<file path="src/hdl/abrp_pkg.sv">
// ----------------------------------------------------------------------------
// abrp_pkg
// Relocation type numbers, status codes and field widths of the patcher.
// ----------------------------------------------------------------------------
package abrp_pkg;

    localparam int unsigned WordW   = 32;
    localparam int unsigned TypeW   = 8;
    localparam int unsigned StatusW = 4;

    localparam logic [TypeW-1:0] TYPE_ABS32    = 8'd2;
    localparam logic [TypeW-1:0] TYPE_THM_CALL = 8'd10;
    localparam logic [TypeW-1:0] TYPE_CALL     = 8'd28;
    localparam logic [TypeW-1:0] TYPE_JUMP24   = 8'd29;
    localparam logic [TypeW-1:0] TYPE_TARGET1  = 8'd38;

    localparam logic [3:0]  COND_ALWAYS   = 4'hE;
    localparam logic [15:0] THM_BLX_LOW   = 16'hE800;
    localparam logic [7:0]  ARM_BLX_OPHI  = 8'hFA;

    typedef enum logic [StatusW-1:0] {
        ST_OK        = 4'd0,
        ST_UNKNOWN   = 4'd1,
        ST_HALF      = 4'd2,
        ST_WORD      = 4'd3,
        ST_T2A_STUB  = 4'd4,
        ST_A2T_STUB  = 4'd5,
        ST_J24_THUMB = 4'd6,
        ST_COND_BLX  = 4'd7,
        ST_RANGE     = 4'd8
    } t_status;

    typedef struct packed {
        logic [TypeW-1:0] reloc_type;
        logic [WordW-1:0] orig_word;
        logic [WordW-1:0] symbol_address;
        logic [WordW-1:0] place_offset;
        logic             target_is_thumb;
    } t_request;

endpackage

</file>
<file path="src/hdl/abrp_calc.sv">
// ----------------------------------------------------------------------------
// abrp_calc
// Combinational patch logic: displacement, field re-encoding and checks.
// ----------------------------------------------------------------------------
module abrp_calc (
    input  abrp_pkg::t_request         i_req,
    input  logic                       i_interworking,
    output logic [abrp_pkg::WordW-1:0] o_patched_word,
    output abrp_pkg::t_status          o_status
);
    import abrp_pkg::*;

    logic [WordW-1:0] w, s, p;
    logic             t;
    logic [WordW-1:0] thm_addend, arm_addend;
    logic [WordW-1:0] thm_disp, arm_disp;
    logic             thm_in_range, arm_in_range;
    logic [15:0]      thm_hi, thm_lo;
    logic [WordW-1:0] arm_res;
    logic [WordW-1:0] res;
    t_status          st;

    assign w = i_req.orig_word;
    assign s = i_req.symbol_address;
    assign p = i_req.place_offset;
    assign t = i_req.target_is_thumb;

    // Thumb pair: 22-bit field, halfword units, sign from the top of the first half
    assign thm_addend = {{9{w[10]}}, w[10:0], w[26:16], 1'b0};
    // ARM branch: 24-bit field, word units
    assign arm_addend = {{6{w[23]}}, w[23:0], 2'b00};

    assign thm_disp = s + thm_addend - p;
    assign arm_disp = s + arm_addend - p;

    // magnitude strictly below the limit; the most negative value is out
    assign thm_in_range = thm_disp[31]
        ? ((&thm_disp[31:22]) && (|thm_disp[21:0]))
        : ~(|thm_disp[31:22]);
    assign arm_in_range = arm_disp[31]
        ? ((&arm_disp[31:25]) && (|arm_disp[24:0]))
        : ~(|arm_disp[31:25]);

    assign thm_hi = {w[15:11], thm_disp[22:12]};
    assign thm_lo = t ? {w[31:27], thm_disp[11:1]}
                      : (THM_BLX_LOW | {5'd0, thm_disp[11:1]});

    // unconditional BL to Thumb becomes BLX, half-word bit in H
    assign arm_res = t ? {ARM_BLX_OPHI[7:1], arm_disp[1], arm_disp[25:2]}
                       : {w[31:24], arm_disp[25:2]};

    always_comb begin
        res = '0;
        st  = ST_OK;
        case (i_req.reloc_type)
            TYPE_ABS32, TYPE_TARGET1: begin
                res = (w + s) | {{(WordW-1){1'b0}}, t};
            end
            TYPE_THM_CALL: begin
                if (t && s[0])                     st = ST_HALF;
                else if (!t && !i_interworking)    st = ST_T2A_STUB;
                else if (!t && (|s[1:0]))          st = ST_WORD;
                else if (!thm_in_range)            st = ST_RANGE;
                else                               res = {thm_lo, thm_hi};
            end
            TYPE_CALL, TYPE_JUMP24: begin
                if (t && s[0])                             st = ST_HALF;
                else if (t && i_req.reloc_type == TYPE_JUMP24) st = ST_J24_THUMB;
                else if (t && !i_interworking)             st = ST_A2T_STUB;
                else if (t && w[31:28] != COND_ALWAYS)     st = ST_COND_BLX;
                else if (!t && (|s[1:0]))                  st = ST_WORD;
                else if (!arm_in_range)                    st = ST_RANGE;
                else                                       res = arm_res;
            end
            default: begin
                st = ST_UNKNOWN;
            end
        endcase
    end

    // drop the word on any error
    assign o_patched_word = (st == ST_OK) ? res : '0;
    assign o_status       = st;

endmodule

</file>
<file path="src/hdl/arm_branch_relocation_patcher_top.sv">
// ----------------------------------------------------------------------------
// arm_branch_relocation_patcher_top
// Patches ABS32/TARGET1, THM_CALL and CALL/JUMP24 relocation words.
//
//   channel   | direction | handshake               | beat
//   ----------+-----------+-------------------------+---------------------------
//   request   | in        | start high, busy low    | type, word, S, P, thumb
//   result    | out       | o_done strobe, 1 cycle  | patched word, address, status
//   config    | in        | i_cfg_valid/o_cfg_ready | interworking_allowed
//
// One request per cycle; each request passes the input register, then the result
// register around the patch logic, and the result beat is presented with o_done
// when it leaves the result register.
// busy stays low and o_cfg_ready stays high: nothing in the path iterates.
// i_rst_n is synchronous: it clears both valid flags and the interworking bit.
// The receiver cannot stall, so results leave in request order with no queue.
// ----------------------------------------------------------------------------
module arm_branch_relocation_patcher_top (
    input  logic                         i_clk,
    input  logic                         i_rst_n,
    input  logic                         start,
    output logic                         busy,
    input  logic [abrp_pkg::TypeW-1:0]   i_reloc_type,
    input  logic [abrp_pkg::WordW-1:0]   i_orig_word,
    input  logic [abrp_pkg::WordW-1:0]   i_symbol_address,
    input  logic [abrp_pkg::WordW-1:0]   i_place_offset,
    input  logic                         i_target_is_thumb,
    output logic                         o_done,
    output logic [abrp_pkg::WordW-1:0]   o_patched_word,
    output logic [abrp_pkg::WordW-1:0]   o_write_address,
    output logic [abrp_pkg::StatusW-1:0] o_status,
    input  logic                         i_cfg_valid,
    output logic                         o_cfg_ready,
    input  logic                         i_cfg_data
);
    import abrp_pkg::*;

    logic             r_interworking;
    logic             r_in_valid;
    t_request         r_req;
    logic             r_out_valid;
    logic [WordW-1:0] r_out_word;
    logic [WordW-1:0] r_out_addr;
    t_status          r_out_status;
    logic [WordW-1:0] n_out_word;
    t_status          n_out_status;
    logic             accept;

    assign busy        = 1'b0;
    assign o_cfg_ready = 1'b1;
    assign accept      = start && !busy;

    always_ff @(posedge i_clk) begin
        if (!i_rst_n) begin
            r_interworking <= 1'b0;
        end else if (i_cfg_valid && o_cfg_ready) begin
            r_interworking <= i_cfg_data;
        end
    end

    always_ff @(posedge i_clk) begin
        if (!i_rst_n) begin
            r_in_valid <= 1'b0;
        end else begin
            r_in_valid <= accept;
        end
    end

    always_ff @(posedge i_clk) begin
        if (accept) begin
            r_req.reloc_type      <= i_reloc_type;
            r_req.orig_word       <= i_orig_word;
            r_req.symbol_address  <= i_symbol_address;
            r_req.place_offset    <= i_place_offset;
            r_req.target_is_thumb <= i_target_is_thumb;
        end
    end

    abrp_calc u_calc (
        .i_req          (r_req),
        .i_interworking (r_interworking),
        .o_patched_word (n_out_word),
        .o_status       (n_out_status)
    );

    always_ff @(posedge i_clk) begin
        if (!i_rst_n) begin
            r_out_valid <= 1'b0;
        end else begin
            r_out_valid <= r_in_valid;
        end
    end

    always_ff @(posedge i_clk) begin
        if (r_in_valid) begin
            r_out_word   <= n_out_word;
            r_out_addr   <= r_req.place_offset;
            r_out_status <= n_out_status;
        end
    end

    assign o_done          = r_out_valid;
    assign o_patched_word  = r_out_word;
    assign o_write_address = r_out_addr;
    assign o_status        = r_out_status;

endmodule

</file>
<file path="config.mk">
export PLATFORM = sky130hd
export DESIGN_NAME = arm_branch_relocation_patcher_top
export DESIGN_NICKNAME = d
export VERILOG_FILES = /design/src/hdl/abrp_pkg.sv /design/src/hdl/abrp_calc.sv /design/src/hdl/arm_branch_relocation_patcher_top.sv
export SDC_FILE = /design/constraint.sdc
export NUM_CORES = 1
export LEC_CHECK = 0
export BUFFER_PORTS_ARGS = -buffer_cell sky130_fd_sc_hd__clkbuf_2
export CORE_MARGIN = 2
export CORE_UTILIZATION = 57
export DETAILED_ROUTE_END_ITERATION = 12
export PLACE_DENSITY = 0.84
export SLEW_MARGIN = 5
export SYNTH_ARGS = -nofsm -noshare
export SYNTH_HDL_FRONTEND = slang
export SYNTH_SLANG_ARGS = --single-unit
</file>
<file path="constraint.sdc">
create_clock -name i_clk -period 5.36 [get_ports i_clk]
set_input_delay 1.072 -clock i_clk [delete_from_list [all_inputs] [get_ports i_clk]]
set_output_delay 1.072 -clock i_clk [all_outputs]
set_load 0.1 [all_outputs]
</file>
==> metrics.txt, run 1 <==
number of flops mapped to enable cells by yosys around 170; Yosys top cell area share 0.381; initial DRC count ~1,400; CTS root buffer clkbuf_16; DRC violations left 0; ys flop type edfxtp_1; Data arrival, critical path 5.30 ns; Fmax achieved 195 MHz; internal reg-to-reg setup slack about 0.24 ns; final standard cell count with taps included and fillers excluded 1,894; register area share after synthesis 0.386; overall track demand over capacity in global routing 0.357; YS warnings 0; min-delay src r_req[32]; starting utilization of the core area 0.580; detailed-route wire length per cell about 23 um; total die area around 0.025 sq mm; R2R Path Start r_req[34]; number of buffers added by the clock tree synthesis step 17; status finished clean; placer's final routability congestion estimate ~1; startpoint type of the worst setup path flop; total clock sinks ~180; global-route wire length before repair about 66,000 um; hold-fix buffer count after cts 0; crit-path max FO 11; fraction of final layout cells sized beyond drive strength 1 0.176; unrepaired setup endpoints after global routing false; post-route worst hold slack between 0.4 and 0.5 ns; maximum number of pins on one net before global-route repair 70; number of stages on the worst hold path 0; critical path capture point type flop; post-synthesis average cell area approximately 9.9 sq um; required time worst endpoint ~5.5 ns; overall overflow remaining after global route 0; Post-Route Skew approximately 0.011 ns; headroom to the max-slew limit 0.264; placed cell area around 0.015 sq mm; synthesis-to-finish area growth 14.6%; Reg-to-Reg End o_patched_word[29]; dpl cells approximately 1,900; syn_nets around 1,600; post-synthesis cell type count 76; Worst Path Class, Setup flop to flop; synthesized instance count ~1,400; Final TNS setup 0 ns; Max-cap violations 0; fraction of the cycle the final worst path needs 0.955; post-route cell area ~0.016 sq mm; die boundary width between 150 and 200 um; final max-slew violation count 0; Slew @ Worst Pin approximately 1.1 ns; Worst-path clk slew roughly 0.08 ns; Ports around 180; clock insertion delay at the later pin of the skew report between 0.4 and 0.5 ns; Die Y-Extent 159 um; maximum buffer depth of the clock tree 2; Setup-failing EPs final 0; hold crit path type flop to flop; number of global-route vias before repair approximately 11,000; final hold violations 0; Final min period around 5 ns; input/output buffers between 150 and 200; vias per cell 6.22; H-tree levels 4; Synth area leader edfxtp_1; leading cell types by total area after synthesis edfxtp_1 (38%), fa_1 (9.1%), ha_1 (8.5%); number of flip-flops and latches in the synthesized netlist ~180; final WL ~44,000 um; leakage dissipation around 0.0068 uW; drt first pass iters 6; total half-perimeter wirelength after legalization and detailed placement 35,000 um; area of the core region 0.0235 sq mm; maximum vdd ir drop 0.235 mV; CTS tree done; WHS Endpoint o_write_address[31]; number of antenna repair diodes 0; via count about 12,000; power density cells slightly below 400 mW/mm^2; std cell rows 56; Register-to-Register Path Depth 16; antenna violations before repair 1; async set or reset register ratio after synthesis 0; number of nets in the final layout roughly 1,800; Netlist Area Pre-Place between 0.01 and 0.015 sq mm; number of routed nets with antenna violations 0
Yosys cell counts, drive strengths merged, types with 20 or more instances:
cell    instances
ha             93
nand2          97
xnor2          42
nand4          27
inv           203
o211ai         40
a21o           39
clkbuf         31
nor2           53
nor3           21
or3            20
o21ai          69
edfxtp        173
a21oi          93
a211oi         23
fa             62
xor2           29
nand3          32
registers in the layout, indices dropped and copies added, names as in the netlist:
register,flops
r_interworking,1
r_req,105
o_status,4
o_write_address,32
o_patched_word,32
o_done,1
r_in_valid,1
layout make-up:
class                   instances  area [sq um]
clock buffers                  17           425
clock inverters                15           166
fillers                      1876          7860
well taps                     319           399
inverters                     203           762
repair buffers                209          1130
flip-flops and latches        176          5260
multi-input cells             955          7470
metrics by stage:
stage / worst slack (ns) / total power, uW / utilization
2_1_floorplan: 1.16 / 3850 / -
3_3_place_gp: -0.0686 / 4710 / 0.638
3_5_place_dp: -0.0913 / 4710 / 0.638
4_1_cts: 0.0951 / 6020 / 0.664
5_1_grt: 0.0890 / 6390 / 0.665
6_report: 0.241 / 6100 / 0.665
layer usage:
layer,track usage,wire length [um]
met1,0.503,18500
met2,0.556,19900
met3,0.0634,4120
met4,0.129,1550
met5,0,0
worst max path at each step:
stage / start / to / slack, ns / cells after the start
2_1_floorplan: r_req[33] / o_patched_word[28] / 1.16 / 18
3_3_place_gp: r_req[8] / o_patched_word[31] / -0.07 / 15
3_5_place_dp: r_req[8] / o_patched_word[29] / -0.09 / 15
4_1_cts: r_req[34] / o_patched_word[29] / 0.1 / 16
5_1_grt: r_req[67] / o_patched_word[29] / 0.09 / 16
6_report: r_req[34] / o_patched_word[29] / 0.24 / 16
worst max-delay path, stage by stage, from the launching register on:
cell and delay (ns):
edfxtp_1 0.42, buf_4 0.20, ha_1 0.29, ha_1 0.23
inv_1 0.08, fa_1 0.47, xnor2_1 0.17, or3_1 0.37
a2111oi_2 0.46, and4_1 0.31, nand4_1 0.16, or4_1 0.60
o2111ai_2 0.26, mux2i_4 0.13, buf_4 0.23, a31oi_2 0.30
o21ai_0 0.17
cell usage in the layout (no fill, tap or decap), types with 5 or more instances in the layout:
master     netlist  routed
a211o_1         11      11
a211oi_1        21      20
a21boi_0         7       7
a21o_1          39      39
a21oi_1         92      89
a31oi_1         17      16
and2_1          13      13
and3_1          13      13
buf_4            3      32
clkbuf_16        0      17
clkbuf_2         2     177
edfxtp_1       173     173
fa_1            62      62
ha_1            93      93
inv_1          203     203
nand2_1         97      97
nand2b_1        13      13
nand3_1         30      30
nand4_1         27      27
nor2_1          53      53
nor2b_1          6       6
nor3_1          21      20
nor3b_1          5       5
nor4_1           7       7
o2111ai_1        9       9
o211ai_1        40      40
o21a_1          16      16
o21ai_0         66      65
o21bai_1        11      11
o221ai_1         8       8
o31ai_1          6       6
or2_2           13      13
or3_1           20      20
xnor2_1         42      42
xor2_1          29      29
repair_timing:
| action | 4_1_cts | 5_1_grt |
|---|---|---|
| pin swaps | 0 | 1 |
| endpoints found under the hold margin | 0 | 0 |
| resized for setup | 2 | 6 |
| endpoints found under the setup margin | 4 | 4 |
| setup buffers | 0 | 1 |
kinds of logic (layout without fill, tap and decap cells):
| logic type | Yosys count | in the layout | share of synthesized area |
|---|---|---|---|
| AOI/OAI and AO/OA | 387 | 387 | 0.193 |
| xor gates and xnor gates | 71 | 71 | 0.0457 |
| adders and majority gates | 155 | 155 | 0.177 |
| buffers and inverters | 241 | 444 | 0.0687 |
| DFF | 176 | 176 | 0.386 |
| muxes | 2 | 2 | 0.00239 |
| other | 2 | 2 | 0.000551 |
| and+or+nand+nor | 338 | 338 | 0.128 |
where the power goes:
| part | leakage, uW | total [uW] | internal [uW] | switching, uW |
|---|---|---|---|---|
| clock network | 0.000287 | 1290 | 629 | 665 |
| logic | 0.00487 | 3080 | 1070 | 2010 |
| registers | 0.00166 | 1730 | 1620 | 102 |
Power figures use the tool's default switching activity.
==> inputs of run 2 (changes only) <==
--- a/config.mk
+++ b/config.mk
@@ -9,5 +9,6 @@
 export CORE_MARGIN = 2
-export CORE_UTILIZATION = 57
+export CORE_UTILIZATION = 45
+export CTS_CLUSTER_SIZE = 20
 export DETAILED_ROUTE_END_ITERATION = 12
-export PLACE_DENSITY = 0.84
+export PLACE_DENSITY = 0.7
 export SLEW_MARGIN = 5
==> constraint.sdc (replaced) <==
create_clock -name i_clk -period 5.36 [get_ports i_clk]
set_input_delay 0.268 -clock i_clk [delete_from_list [all_inputs] [get_ports i_clk]]
set_output_delay 0.268 -clock i_clk [all_outputs]
set_load 0.1 [all_outputs]
==> run 2 against run 1 <==
  * Register-to-register slack better by 0.02 ns
  * Wire length rose by 2.2%
  * Setup slack improved by 0.021 ns
  * Combinational power up 2%
  * Non-clock buffer count grew 101
  * Maximum frequency is 0.41% higher
  * Sequential power about the same
  * Power decreased by 0.11%
  * Critical endpoint is now o_patched_word[31]
==> metrics.txt, run 2 (synthesis results as in run 1) <==
final hold violations 0 (unchanged); Die Y-Extent 178 um (was 159 um); Data arrival, critical path 5.29 ns (was 5.30 ns); final max-slew violation count 0 (unchanged); drt first pass iters 6 (unchanged); Setup-failing EPs final 0 (unchanged); postcts setup bufs 0 (unchanged); total die area 0.0317 sq mm (was 0.0252 sq mm); total half-perimeter wirelength after legalization and detailed placement 35,400 um (was 35,000 um); Worst-path clk slew 0.07 ns (was 0.08 ns); switching portion of total power 0.446 (was 0.455); headroom to the max-slew limit 0.471 (was 0.264); CTS tree done (unchanged); antenna violations before repair 0 (was 1); power consumption 6090 uW (was 6100 uW); hold-fix buffer count after cts 101 (was 0); vias per cell 5.72 (was 6.22); starting utilization of the core area 0.458 (was 0.580); number of flip-flops in the largest register 105 (unchanged); worst path setup slack after routing 0.262 ns (was 0.241 ns); startpoint type of the worst setup path flop (unchanged); number of gates given a new drive strength after cts 0 (was 2); detailed-route wire length per cell 21.8 um (was 23.2 um); fraction of the cycle the final worst path needs 0.951 (was 0.955); number of nets in the final layout 1,928 (was 1,827); CTS root buffer clkbuf_16 (unchanged); highest-count cells in the layout ignoring fill and taps inv_1 (203), clkbuf_2 (177), edfxtp_1 (173) (unchanged); number of buffers added by the clock tree synthesis step 17 (unchanged); input/output buffers 178 (unchanged); synthesis-to-finish area growth 22.3% (was 14.6%); fraction of final layout cells sized beyond drive strength 1 0.161 (was 0.176); unrepaired setup endpoints after global routing false (unchanged); maximum number of pins on one net before global-route repair 62 (was 70); clock insertion delay at the later pin of the skew report 0.46 ns (was 0.45 ns); Post-Route Skew 0.0162 ns (was 0.0111 ns); share of power burned in registers 0.283 (about the same); Fmax achieved 196 MHz (was 195 MHz); critical path capture point type flop (unchanged); area of the core region 0.0297 sq mm (was 0.0235 sq mm); std cell rows 63 (was 56); overall track demand over capacity in global routing 0.292 (was 0.357); number of global-route vias before repair 11,800 (was 11,400); final WL 45,000 um (was 44,000 um); die boundary width 178 um (was 159 um); maximum buffer depth of the clock tree 2 (unchanged); number of routed nets with antenna violations 0 (unchanged); Worst Path Class, Setup flop to flop (unchanged); P_int 3380 uW (was 3320 uW); initial DRC count 1,254 (was 1,430); Max-cap violations 0 (unchanged); via count 11,800 (about the same); maximum vdd ir drop 0.252 mV (was 0.235 mV); Core Util, Final 0.561 (was 0.665); overall overflow remaining after global route 0 (unchanged); H-tree levels 4 (unchanged); Final min period 5.10 ns (was 5.12 ns); DRC violations left 0 (unchanged); leakage dissipation 0.00723 uW (was 0.00681 uW); hold crit path type primary input to flop (was flop to flop); placer's final routability congestion estimate 0.976 (was 1.01); Clock Power Share 0.202 (was 0.212); Most flops, register r_req (unchanged); Ports 181 (unchanged); NetSw 2720 uW (was 2780 uW); status finished clean (unchanged); Final TNS setup 0 ns (unchanged); post-route worst hold slack 0.0121 ns (was 0.480 ns); most frequent standard cell in the layout excluding fill and tap cells inv_1 (unchanged); required time worst endpoint 5.56 ns (was 5.54 ns); crit-path max FO 7 (was 11); Slew @ Worst Pin 0.793 ns (was 1.10 ns); relative contribution of combinational cells to total power 0.515 (was 0.505); power density cells 366 mW/mm^2 (was 391 mW/mm^2); number of antenna repair diodes 0 (unchanged); pre-CTS WS 0.361 ns (was -0.0913 ns); total clock sinks 176 (unchanged); global-route wire length before repair 67,800 um (was 66,000 um)
[run 2: cell types whose count changed in the layout (fill, tap and decap cells not counted), sizes merged]
cell / change
dlygate4sd3: +103
buf: -2
bufinv: +1
inv: -1
[run 2: worst max-delay path, stage by stage, from the launching register on]
cell and delay [ns]:
edfxtp_1 0.42, inv_1 0.09, fa_1 0.50, ha_1 0.32
a211oi_4 0.28, o21bai_2 0.16, a211o_1 0.34, a2111oi_0 0.62
and4_1 0.35, nand4_1 0.13, or4_1 0.58, o2111ai_2 0.26
mux2i_4 0.14, buf_4 0.19, a31oi_1 0.30, o21ai_0 0.15
[run 2: power groups by stage]
stage	sequential [uW]	clock (uW)	combinational (uW)
after floorplan	1950	0	1900
after global placement	1750	0	3000
after detailed placement	1750	0	3000
after CTS	1720	1250	3070
after global routing	1730	1290	3400
final	1720	1230	3140
[run 2: final timing paths]
path,from,end,slack (ns),cells past startpoint
max,r_req[3],o_patched_word[31],0.26,15
min reg2reg,r_req[32],o_write_address[31],0.48,0
min,i_symbol_address[1],r_req[34],0.01,1
max reg2reg,r_req[3],o_patched_word[31],0.26,15
[run 2: metal layers]
metal,track usage,wire [um],vias to the layer above
met4,0.109,1490,0
li1,-,-,5553
met3,0.0705,3560,70
met5,0,0,-
met1,0.382,19100,5695
met2,0.469,20900,502
[run 2: stage by stage]
step | std cells | instance area (sq um)
2_1_floorplan | 1372 | 13600
3_3_place_gp | 1931 | 15100
3_5_place_dp | 1931 | 15100
4_1_cts | 2064 | 16600
5_1_grt | 2066 | 16700
6_report | 2066 | 16700
[run 2: layout make-up]
cell class | instances | area [sq um]
Sequential cell | 176 | 5260
Multi-Input combinational cell | 955 | 7440
Clock inverter | 15 | 131
Tap cell | 390 | 488
Fill cell | 2572 | 13100
Timing Repair Buffer | 310 | 2150
Clock buffer | 17 | 425
Inverter | 203 | 762
